**config.mk**
```make
export PLATFORM = sky130hd
export DESIGN_NAME = rgb_yuv_color_converter_core_flat
export DESIGN_NICKNAME = d
export VERILOG_FILES = /design/src/hw/rtl/ryc_pkg.sv /design/src/hw/rtl/ryc_pix_if.sv /design/src/hw/rtl/rgb_yuv_color_converter_core.sv /design/src/flat_wrapper.sv
export SDC_FILE = /design/constraint.sdc
export NUM_CORES = 2
export LEC_CHECK = 0
export ABC_CLOCK_PERIOD_IN_PS = 12400
export BUFFER_PORTS_ARGS = -buffer_cell sky130_fd_sc_hd__buf_4
export CORE_UTILIZATION = 60
export CTS_CLUSTER_SIZE = 20
export DETAILED_ROUTE_END_ITERATION = 12
export PLACE_DENSITY = 0.8
export SYNTH_ARGS = -nofsm -noshare
export SYNTH_HDL_FRONTEND = slang
export SYNTH_SLANG_ARGS = --single-unit
```
**constraint.sdc**
```tcl
create_clock -name clk_i -period 12.4 [get_ports clk_i]
set_input_delay 0.62 -clock clk_i [delete_from_list [all_inputs] [get_ports clk_i]]
set_output_delay 0.62 -clock clk_i [all_outputs]
set_load 0.01 [all_outputs]
```
**src/hw/rtl/ryc_pkg.sv**
```systemverilog
// ryc_pkg: shared widths, operation codes, Q-format coefficients and helper
// functions for the RGB/YUV color converter. No dependencies.
package ryc_pkg;

  // Fraction bits of the fixed-point coefficients.
  localparam int CoefFracBits = 12;

  // Payload widths.
  localparam int FuncW   = 2;
  localparam int CompW   = 10;
  localparam int LumaW   = 11;

  // Internal widths.
  localparam int YuvW     = 12;               // forward results and inverse deltas
  localparam int InvResW  = YuvW + 1;         // inverse result before clamping
  localparam int FwdCoefW = CoefFracBits + 1; // forward coefficients are below 1.0
  localparam int FwdW     = CoefFracBits + 12;
  localparam int InvCoefW = CoefFracBits + 3; // inverse coefficients are below 4.0
  localparam int InvW     = CoefFracBits + 15;

  localparam int FracBias = (1 << CoefFracBits) - 1;
  localparam int OfsQ     = 128 << CoefFracBits;
  localparam int Offset   = 128;
  localparam int CompMin  = -512;
  localparam int CompMax  = 511;
  localparam int PixMax   = 255;

  typedef enum logic [FuncW-1:0] {
    FuncToYuv   = 2'd0,
    FuncToRgb   = 2'd1,
    FuncSetLuma = 2'd2
  } func_e;

  localparam logic SpaceRgb = 1'b0;
  localparam logic SpaceYuv = 1'b1;

  // Forward matrix, magnitudes; signs are applied in the sums.
  localparam logic signed [FwdCoefW-1:0] CoefYR =
    FwdCoefW'(((299 << CoefFracBits) + 500) / 1000);
  localparam logic signed [FwdCoefW-1:0] CoefYG =
    FwdCoefW'(((587 << CoefFracBits) + 500) / 1000);
  localparam logic signed [FwdCoefW-1:0] CoefYB =
    FwdCoefW'(((114 << CoefFracBits) + 500) / 1000);
  localparam logic signed [FwdCoefW-1:0] CoefUR =
    FwdCoefW'(((148 << CoefFracBits) + 500) / 1000);
  localparam logic signed [FwdCoefW-1:0] CoefUG =
    FwdCoefW'(((289 << CoefFracBits) + 500) / 1000);
  localparam logic signed [FwdCoefW-1:0] CoefUB =
    FwdCoefW'(((437 << CoefFracBits) + 500) / 1000);
  localparam logic signed [FwdCoefW-1:0] CoefVR =
    FwdCoefW'(((615 << CoefFracBits) + 500) / 1000);
  localparam logic signed [FwdCoefW-1:0] CoefVG =
    FwdCoefW'(((515 << CoefFracBits) + 500) / 1000);
  localparam logic signed [FwdCoefW-1:0] CoefVB =
    FwdCoefW'(((100 << CoefFracBits) + 500) / 1000);

  // Inverse matrix, magnitudes.
  localparam logic signed [InvCoefW-1:0] CoefRV =
    InvCoefW'(((1140 << CoefFracBits) + 500) / 1000);
  localparam logic signed [InvCoefW-1:0] CoefGU =
    InvCoefW'(((394 << CoefFracBits) + 500) / 1000);
  localparam logic signed [InvCoefW-1:0] CoefGV =
    InvCoefW'(((581 << CoefFracBits) + 500) / 1000);
  localparam logic signed [InvCoefW-1:0] CoefBU =
    InvCoefW'(((2028 << CoefFracBits) + 500) / 1000);
  localparam logic signed [InvCoefW-1:0] CoefBV =
    InvCoefW'(((2 << CoefFracBits) + 500) / 1000);

  // Divide by 2^CoefFracBits, rounding toward zero.
  function automatic logic signed [YuvW-1:0] trunc_fwd(input logic signed [FwdW-1:0] s);
    logic signed [FwdW-1:0] t;
    t = s + (s[FwdW-1] ? FwdW'(FracBias) : FwdW'(0));
    t = t >>> CoefFracBits;
    return t[YuvW-1:0];
  endfunction

  function automatic logic signed [InvResW-1:0] trunc_inv(input logic signed [InvW-1:0] s);
    logic signed [InvW-1:0] t;
    t = s + (s[InvW-1] ? InvW'(FracBias) : InvW'(0));
    t = t >>> CoefFracBits;
    return t[InvResW-1:0];
  endfunction

  // Saturate to the signed channel range.
  function automatic logic signed [CompW-1:0] clamp_comp(input logic signed [YuvW-1:0] v);
    logic signed [CompW-1:0] r;
    if (v > YuvW'(CompMax)) begin
      r = CompW'(CompMax);
    end else if (v < YuvW'(CompMin)) begin
      r = CompW'(CompMin);
    end else begin
      r = v[CompW-1:0];
    end
    return r;
  endfunction

  // Clamp to 0..255.
  function automatic logic signed [CompW-1:0] clamp_pix(input logic signed [InvResW-1:0] v);
    logic signed [CompW-1:0] r;
    if (v < InvResW'(0)) begin
      r = '0;
    end else if (v > InvResW'(PixMax)) begin
      r = CompW'(PixMax);
    end else begin
      r = v[CompW-1:0];
    end
    return r;
  endfunction

  function automatic logic signed [CompW-1:0] clamp_luma(input logic signed [LumaW-1:0] v);
    logic signed [CompW-1:0] r;
    if (v < LumaW'(0)) begin
      r = '0;
    end else if (v > LumaW'(PixMax)) begin
      r = CompW'(PixMax);
    end else begin
      r = v[CompW-1:0];
    end
    return r;
  endfunction

endpackage

```
**src/hw/rtl/ryc_pix_if.sv**
```systemverilog
// ryc_pix_in_if / ryc_pix_out_if: valid/ready pixel channels of the color
// converter. Depends on ryc_pkg for field widths.
interface ryc_pix_in_if;
  logic                               valid;
  logic                               ready;
  logic [ryc_pkg::FuncW-1:0]          func;
  logic                               space;
  logic signed [ryc_pkg::CompW-1:0]   comp_a;
  logic signed [ryc_pkg::CompW-1:0]   comp_b;
  logic signed [ryc_pkg::CompW-1:0]   comp_c;
  logic signed [ryc_pkg::LumaW-1:0]   new_luma;

  modport source (output valid, func, space, comp_a, comp_b, comp_c, new_luma,
                  input ready);
  modport sink   (input valid, func, space, comp_a, comp_b, comp_c, new_luma,
                  output ready);
endinterface

interface ryc_pix_out_if;
  logic                               valid;
  logic                               ready;
  logic signed [ryc_pkg::CompW-1:0]   out_a;
  logic signed [ryc_pkg::CompW-1:0]   out_b;
  logic signed [ryc_pkg::CompW-1:0]   out_c;
  logic                               out_space;

  modport source (output valid, out_a, out_b, out_c, out_space, input ready);
  modport sink   (input valid, out_a, out_b, out_c, out_space, output ready);
endinterface

```
**src/hw/rtl/rgb_yuv_color_converter_core.sv**
```systemverilog
// rgb_yuv_color_converter_core: four-stage pipelined RGB<->YUV pixel converter.
// Depends on ryc_pkg and the channel interfaces in ryc_pix_if.sv.
// An accepted input beat passes through stage 1, stage 2, stage 3 and the output register to its output beat.
// Throughput: one pixel per clock; the whole pipe advances together and
// freezes while the output beat is held by the sink.
// Reset clears the stage valid bits only; the payload registers are not reset.
module rgb_yuv_color_converter_core (
  input  logic                 clk_i,
  input  logic                 rst_ni,
  ryc_pix_in_if.sink           pix_i,
  ryc_pix_out_if.source        pix_o
);

  localparam int FwdW    = ryc_pkg::FwdW;
  localparam int InvW    = ryc_pkg::InvW;
  localparam int YuvW    = ryc_pkg::YuvW;
  localparam int CompW   = ryc_pkg::CompW;

  // Pipe advances when the output register is empty or being drained.
  logic advance;
  logic out_valid_q;
  assign advance     = !out_valid_q || pix_o.ready;
  assign pix_i.ready = advance;

  // --------------------------------------------------------------------------
  // Stage 1: register the input beat and the nine forward products.
  // --------------------------------------------------------------------------
  logic                     s1_valid_q;
  logic [1:0]               s1_func_q;
  logic                     s1_space_q;
  logic signed [CompW-1:0]  s1_a_q, s1_b_q, s1_c_q, s1_luma_q;
  logic signed [FwdW-1:0]   s1_yr_q, s1_yg_q, s1_yb_q;
  logic signed [FwdW-1:0]   s1_ur_q, s1_ug_q, s1_ub_q;
  logic signed [FwdW-1:0]   s1_vr_q, s1_vg_q, s1_vb_q;

  always_ff @(posedge clk_i or negedge rst_ni) begin
    if (!rst_ni) begin
      s1_valid_q <= 1'b0;
    end else if (advance) begin
      s1_valid_q <= pix_i.valid;
    end
  end

  always_ff @(posedge clk_i) begin
    if (advance) begin
      s1_func_q  <= pix_i.func;
      s1_space_q <= pix_i.space;
      s1_a_q     <= pix_i.comp_a;
      s1_b_q     <= pix_i.comp_b;
      s1_c_q     <= pix_i.comp_c;
      s1_luma_q  <= ryc_pkg::clamp_luma(pix_i.new_luma);
      s1_yr_q    <= FwdW'(pix_i.comp_a) * FwdW'(ryc_pkg::CoefYR);
      s1_yg_q    <= FwdW'(pix_i.comp_b) * FwdW'(ryc_pkg::CoefYG);
      s1_yb_q    <= FwdW'(pix_i.comp_c) * FwdW'(ryc_pkg::CoefYB);
      s1_ur_q    <= FwdW'(pix_i.comp_a) * FwdW'(ryc_pkg::CoefUR);
      s1_ug_q    <= FwdW'(pix_i.comp_b) * FwdW'(ryc_pkg::CoefUG);
      s1_ub_q    <= FwdW'(pix_i.comp_c) * FwdW'(ryc_pkg::CoefUB);
      s1_vr_q    <= FwdW'(pix_i.comp_a) * FwdW'(ryc_pkg::CoefVR);
      s1_vg_q    <= FwdW'(pix_i.comp_b) * FwdW'(ryc_pkg::CoefVG);
      s1_vb_q    <= FwdW'(pix_i.comp_c) * FwdW'(ryc_pkg::CoefVB);
    end
  end

  // --------------------------------------------------------------------------
  // Stage 2: forward sums with the 128 chroma offset, truncated toward zero.
  // Kept at full width: set_luminance feeds unsaturated U/V to the inverse.
  // --------------------------------------------------------------------------
  logic signed [FwdW-1:0]   fwd_y_sum, fwd_u_sum, fwd_v_sum;
  logic                     s2_valid_q;
  logic [1:0]               s2_func_q;
  logic                     s2_space_q;
  logic signed [CompW-1:0]  s2_a_q, s2_b_q, s2_c_q, s2_luma_q;
  logic signed [YuvW-1:0]   s2_y_q, s2_u_q, s2_v_q;

  assign fwd_y_sum = s1_yr_q + s1_yg_q + s1_yb_q;
  assign fwd_u_sum = s1_ub_q - s1_ur_q - s1_ug_q + FwdW'(ryc_pkg::OfsQ);
  assign fwd_v_sum = s1_vr_q - s1_vg_q - s1_vb_q + FwdW'(ryc_pkg::OfsQ);

  always_ff @(posedge clk_i or negedge rst_ni) begin
    if (!rst_ni) begin
      s2_valid_q <= 1'b0;
    end else if (advance) begin
      s2_valid_q <= s1_valid_q;
    end
  end

  always_ff @(posedge clk_i) begin
    if (advance) begin
      s2_func_q  <= s1_func_q;
      s2_space_q <= s1_space_q;
      s2_a_q     <= s1_a_q;
      s2_b_q     <= s1_b_q;
      s2_c_q     <= s1_c_q;
      s2_luma_q  <= s1_luma_q;
      s2_y_q     <= ryc_pkg::trunc_fwd(fwd_y_sum);
      s2_u_q     <= ryc_pkg::trunc_fwd(fwd_u_sum);
      s2_v_q     <= ryc_pkg::trunc_fwd(fwd_v_sum);
    end
  end

  // --------------------------------------------------------------------------
  // Stage 3: decode the operation, build the pass-through result, pick the
  // inverse operands and register the inverse products.
  // --------------------------------------------------------------------------
  logic signed [CompW-1:0]  pass_a, pass_b, pass_c;
  logic                     pass_space;
  logic                     use_inv;
  logic signed [YuvW-1:0]   inv_y, inv_u, inv_v;
  logic signed [YuvW-1:0]   inv_du, inv_dv;

  always_comb begin
    pass_a     = s2_a_q;
    pass_b     = s2_b_q;
    pass_c     = s2_c_q;
    pass_space = s2_space_q;
    use_inv    = 1'b0;
    case (s2_func_q)
      ryc_pkg::FuncToYuv: begin
        if (s2_space_q == ryc_pkg::SpaceRgb) begin
          pass_a = ryc_pkg::clamp_comp(s2_y_q);
          pass_b = ryc_pkg::clamp_comp(s2_u_q);
          pass_c = ryc_pkg::clamp_comp(s2_v_q);
        end
        pass_space = ryc_pkg::SpaceYuv;
      end
      ryc_pkg::FuncToRgb: begin
        use_inv    = (s2_space_q == ryc_pkg::SpaceYuv);
        pass_space = ryc_pkg::SpaceRgb;
      end
      ryc_pkg::FuncSetLuma: begin
        // RGB: round trip through YUV with the new luma; YUV: swap Y only.
        use_inv = (s2_space_q == ryc_pkg::SpaceRgb);
        pass_a  = s2_luma_q;
      end
      default: begin
      end
    endcase
  end

  always_comb begin
    if (s2_func_q == ryc_pkg::FuncToRgb) begin
      inv_y = YuvW'(s2_a_q);
      inv_u = YuvW'(s2_b_q);
      inv_v = YuvW'(s2_c_q);
    end else begin
      inv_y = YuvW'(s2_luma_q);
      inv_u = s2_u_q;
      inv_v = s2_v_q;
    end
  end

  assign inv_du = inv_u - YuvW'(ryc_pkg::Offset);
  assign inv_dv = inv_v - YuvW'(ryc_pkg::Offset);

  logic                     s3_valid_q;
  logic                     s3_use_inv_q;
  logic                     s3_space_q;
  logic signed [CompW-1:0]  s3_a_q, s3_b_q, s3_c_q;
  logic signed [InvW-1:0]   s3_yq_q, s3_rv_q, s3_gu_q, s3_gv_q, s3_bu_q, s3_bv_q;

  always_ff @(posedge clk_i or negedge rst_ni) begin
    if (!rst_ni) begin
      s3_valid_q <= 1'b0;
    end else if (advance) begin
      s3_valid_q <= s2_valid_q;
    end
  end

  always_ff @(posedge clk_i) begin
    if (advance) begin
      s3_use_inv_q <= use_inv;
      s3_space_q   <= pass_space;
      s3_a_q       <= pass_a;
      s3_b_q       <= pass_b;
      s3_c_q       <= pass_c;
      s3_yq_q      <= InvW'(inv_y) <<< ryc_pkg::CoefFracBits;
      s3_rv_q      <= InvW'(inv_dv) * InvW'(ryc_pkg::CoefRV);
      s3_gu_q      <= InvW'(inv_du) * InvW'(ryc_pkg::CoefGU);
      s3_gv_q      <= InvW'(inv_dv) * InvW'(ryc_pkg::CoefGV);
      s3_bu_q      <= InvW'(inv_du) * InvW'(ryc_pkg::CoefBU);
      s3_bv_q      <= InvW'(inv_dv) * InvW'(ryc_pkg::CoefBV);
    end
  end

  // --------------------------------------------------------------------------
  // Stage 4: inverse sums, truncate, clamp to 0..255, select, output register.
  // --------------------------------------------------------------------------
  logic signed [InvW-1:0]   inv_r_sum, inv_g_sum, inv_b_sum;
  logic signed [CompW-1:0]  out_a_d, out_b_d, out_c_d;
  logic signed [CompW-1:0]  out_a_q, out_b_q, out_c_q;
  logic                     out_space_q;
  logic                     out_inv_q;

  assign inv_r_sum = s3_yq_q + s3_rv_q;
  assign inv_g_sum = s3_yq_q - s3_gu_q - s3_gv_q;
  assign inv_b_sum = s3_yq_q + s3_bu_q + s3_bv_q;

  always_comb begin
    if (s3_use_inv_q) begin
      out_a_d = ryc_pkg::clamp_pix(ryc_pkg::trunc_inv(inv_r_sum));
      out_b_d = ryc_pkg::clamp_pix(ryc_pkg::trunc_inv(inv_g_sum));
      out_c_d = ryc_pkg::clamp_pix(ryc_pkg::trunc_inv(inv_b_sum));
    end else begin
      out_a_d = s3_a_q;
      out_b_d = s3_b_q;
      out_c_d = s3_c_q;
    end
  end

  always_ff @(posedge clk_i or negedge rst_ni) begin
    if (!rst_ni) begin
      out_valid_q <= 1'b0;
    end else if (advance) begin
      out_valid_q <= s3_valid_q;
    end
  end

  always_ff @(posedge clk_i) begin
    if (advance) begin
      out_a_q     <= out_a_d;
      out_b_q     <= out_b_d;
      out_c_q     <= out_c_d;
      out_space_q <= s3_space_q;
      out_inv_q   <= s3_use_inv_q;
    end
  end

  assign pix_o.valid     = out_valid_q;
  assign pix_o.out_a     = out_a_q;
  assign pix_o.out_b     = out_b_q;
  assign pix_o.out_c     = out_c_q;
  assign pix_o.out_space = out_space_q;

  // --------------------------------------------------------------------------
  // Assertions
  // --------------------------------------------------------------------------
  // A stage-1 beat is either freshly accepted or held by a stall.
  a_s1_source: assert property (@(posedge clk_i) disable iff (!rst_ni)
    s1_valid_q |-> $past(pix_i.valid && pix_i.ready) || $past(s1_valid_q && !advance))
    else $error("stage 1 valid without an accepted beat");

  // Input is only back-pressured by a held output beat.
  a_stall_cause: assert property (@(posedge clk_i) disable iff (!rst_ni)
    !pix_i.ready |-> out_valid_q && !pix_o.ready)
    else $error("input stalled without output back-pressure");

  // Inverse results are clamped RGB.
  a_inv_range: assert property (@(posedge clk_i) disable iff (!rst_ni)
    out_valid_q && out_inv_q |->
      out_a_q >= 0 && out_a_q <= 255 && out_b_q >= 0 && out_b_q <= 255 &&
      out_c_q >= 0 && out_c_q <= 255)
    else $error("inverse result outside 0..255");

  a_inv_space: assert property (@(posedge clk_i) disable iff (!rst_ni)
    out_valid_q && out_inv_q |-> out_space_q == ryc_pkg::SpaceRgb)
    else $error("inverse result not tagged RGB");

endmodule
```
**src/flat_wrapper.sv**
```systemverilog
// flat-port wrapper written by rule: the top's interface ports become plain ports
module rgb_yuv_color_converter_core_flat 
  (clk_i, rst_ni, pix_i_valid, pix_i_func, pix_i_space, pix_i_comp_a, pix_i_comp_b, pix_i_comp_c, pix_i_new_luma, pix_i_ready, pix_o_valid, pix_o_out_a, pix_o_out_b, pix_o_out_c, pix_o_out_space, pix_o_ready);
  ryc_pix_in_if pix_i_i ();
  ryc_pix_out_if pix_o_i ();
  input  logic clk_i;
  input  logic rst_ni;
  input wire logic [$bits(pix_i_i.valid)-1:0] pix_i_valid;
  input wire logic [$bits(pix_i_i.func)-1:0] pix_i_func;
  input wire logic [$bits(pix_i_i.space)-1:0] pix_i_space;
  input wire logic [$bits(pix_i_i.comp_a)-1:0] pix_i_comp_a;
  input wire logic [$bits(pix_i_i.comp_b)-1:0] pix_i_comp_b;
  input wire logic [$bits(pix_i_i.comp_c)-1:0] pix_i_comp_c;
  input wire logic [$bits(pix_i_i.new_luma)-1:0] pix_i_new_luma;
  output wire logic [$bits(pix_i_i.ready)-1:0] pix_i_ready;
  output wire logic [$bits(pix_o_i.valid)-1:0] pix_o_valid;
  output wire logic [$bits(pix_o_i.out_a)-1:0] pix_o_out_a;
  output wire logic [$bits(pix_o_i.out_b)-1:0] pix_o_out_b;
  output wire logic [$bits(pix_o_i.out_c)-1:0] pix_o_out_c;
  output wire logic [$bits(pix_o_i.out_space)-1:0] pix_o_out_space;
  input wire logic [$bits(pix_o_i.ready)-1:0] pix_o_ready;
  assign pix_i_i.valid = pix_i_valid;
  assign pix_i_i.func = pix_i_func;
  assign pix_i_i.space = pix_i_space;
  assign pix_i_i.comp_a = pix_i_comp_a;
  assign pix_i_i.comp_b = pix_i_comp_b;
  assign pix_i_i.comp_c = pix_i_comp_c;
  assign pix_i_i.new_luma = pix_i_new_luma;
  assign pix_i_ready = pix_i_i.ready;
  assign pix_o_valid = pix_o_i.valid;
  assign pix_o_out_a = pix_o_i.out_a;
  assign pix_o_out_b = pix_o_i.out_b;
  assign pix_o_out_c = pix_o_i.out_c;
  assign pix_o_out_space = pix_o_i.out_space;
  assign pix_o_i.ready = pix_o_ready;
  rgb_yuv_color_converter_core u_core (.clk_i(clk_i), .rst_ni(rst_ni), .pix_i(pix_i_i), .pix_o(pix_o_i));
endmodule
```
==> run metrics <==
status finished, final reports clean; IO buf count 80; Sum Neg Setup Slack 0 ns; Syn Inst Count 4986; hold_buf cts 1; worst hold path type in2reg; multi-input logic area 34800 um2; EDFF count, synth 468; commonest non-fill, non-tap cell in the layout ha_1; share of cells above drive strength 1 4.82%; Worst path slowest cell fa_1; I/O Pins 81; gr usage total 28.2%; placeable core area 86900 um2; FP Rows 108; total grt overflow 0; placed cell areas 54700 um2; Post-Synthesis Cell Area 52600 um2; chip width 298 um; P&R area growth vs syn 7.31%; Post-CTS Setup Inserts 0; pre-CTS setup slack 4.21 ns; Synth top area share 26.7%; HPWL after detailed placement 101 mm; CTS tree done; ANT nets after route 0; design area 56500 um2; H-tree levels 2; Wirelength per Cell 19.4 um; headroom to the max-slew limit 25.8%; Max clock buf depth 3; Fin. Hold Viols 0; Final nets 6597; worst setup path class reg2reg; setup ws final 4.15 ns; final worst path period share 66.5%; post-cts gate resize count 0; Main synth FF type edfxtp_1; # placed instances 6201; ranking of synthesized cells by area edfxtp_1 (27%), ha_1 (24%), fa_1 (17%); drt via density 5.74; Async SR Flop Fraction 0.847%; Vias 36100; RD Place Congestion 0.955; Tmin final 8.25 ns; first-pass GRT wire length 196 mm; die height 298 um; clock latency on the worst-skew pair 0.65 ns; final wirelength 122 mm; initial antenna violation count 4; initial core utilization 60.6%; Max-Cap Viols 0; Critical Path Fanout Max 37; root buffer cell clkbuf_16; initial drt markers 2422; clock transition at the registers of the reported paths 0.06 ns; final setup skew 0.0338 ns; TritonCTS Sinks 472; DIE AREA 88900 um2; RSZ-0062 raised after global routing no; Peak Freq 121 MHz; pin count of the biggest net entering global routing 80; Startpoint Class flop; FF+latch area 14200 um2; crit path DAT 8.66 ns; Finish-stage setup viols 0; fill count 6731; CP max stage delay 0.54 ns; CP endpoint kind flop; Final Instance Count excl. Fillers 6302; #FFs+latches synth 472; Max Slew Vio Count 0; Worst-Margin Slew 1.11 ns; syn avg cell area 10.6 um2; Synth cell types 93; Yosys warnings 0; Num CTS Buffers 54; most frequent cells in the layout ha_1 (991), inv_1 (932), edfxtp_1 (468), fa_1 (455), xnor2_1 (279); Yosys top cell by area edfxtp_1; drt drc 0; vias in the first global route 37000; Crit path required time 12.81 ns; post-synthesis sequential area ratio 26.9%; drt pass-1 iters 9
layer usage:
layer / GRT usage (%) / part of all wire, %
met5: 0 / 0.011
met4: 14.9 / 6.2
met3: 3.43 / 5.0
met2: 47.9 / 48
met1: 35.1 / 40
cells in the mapped netlist, types with 56 or more instances:
cell      instances
nor3_1           69
ha_1            991
nor2_1          236
a21o_1           82
nand3_1          56
xor2_1          100
o21ai_0         159
nand2_1         195
edfxtp_1        468
a21oi_1         253
fa_1            455
o21bai_1         64
inv_1           932
xnor2_1         279
final timing paths:
check                                      end  cells past startpoint                 from  slack [ns]
setup / recovery            u_core.s3_bu_q[24]                     26  u_core.s2_func_q[1]        4.15
hold / removal             u_core.s1_func_q[1]                      1        pix_i_func[1]        0.15
setup reg to reg            u_core.s3_bu_q[24]                     26  u_core.s2_func_q[1]        4.15
hold reg to reg               u_core.s2_c_q[9]                      0     u_core.s1_c_q[9]        0.39
max in group asynchronous    u_core.s1_valid_q                      2               rst_ni       11.98
min in group asynchronous   u_core.pix_o.valid                      2               rst_ni        0.32
kinds of logic (layout without fill, tap and decap cells):
kind of cell             after synthesis  in the layout  share of synthesized area (%)
AO/OA/AOI/OAI                        867            867                           10.6
XOR/XNOR                             379            379                           6.31
adder cells (fa/ha/maj)             1446           1446                           40.9
buffers and inverters                974           1132                           6.98
flip-flops                           472            472                           26.9
multiplexers                          52             52                           1.04
other                                  1              4                        0.00712
AND/OR/NAND/NOR                      795            795                           7.32
sequential cells by signal, summed over array words and instances, names as in the netlist, 12 cells and up:
register,flops
u_core.s1_ur_q,18
u_core.s1_ug_q,14
u_core.s1_vb_q,17
u_core.s1_ub_q,19
u_core.s1_vg_q,23
u_core.s1_yr_q,21
u_core.s3_bu_q,27
u_core.s1_vr_q,23
u_core.s3_gu_q,21
u_core.s3_rv_q,26
u_core.s2_u_q,12
u_core.s1_yb_q,20
u_core.s2_v_q,12
u_core.s2_y_q,12
u_core.s3_gv_q,22
u_core.s1_yg_q,18
critical path, delay by kind of cell (launching register included):
family                   cells  cell delay (ns)
AO/OA/AOI/OAI                4             1.15
adder cells (fa/ha/maj)      7             2.96
multiplexers                 1             0.49
XOR/XNOR                     2             0.30
flip-flops                   1             0.41
buffers and inverters        6             1.32
AND/OR/NAND/NOR              6             1.35
area by class of cell:
| type | instances | area share (%) |
|---|---|---|
| timing repair buffer | 99 | 1.32 |
| clock buffer | 61 | 2.44 |
| sequential | 472 | 25.1 |
| antenna | 1 | 0.00443 |
| inverter | 934 | 6.21 |
| multi-input combinational | 3542 | 61.7 |
| clock inverter | 38 | 0.735 |
| tap | 1155 | 2.56 |
metrics by stage:
stage / hold slack [ns] / util, %
6_report: 0.154 / 65.0
3_3_place_gp: 0.401 / 62.9
4_1_cts: 0.123 / 65.0
3_5_place_dp: 0.405 / 62.9
2_1_floorplan: 0.324 / -
5_1_grt: 0.134 / 65.0
Power is left out: the tool's default activity adds up to more than one toggle a clock period on the data nets, which glitch-free logic cannot reach.
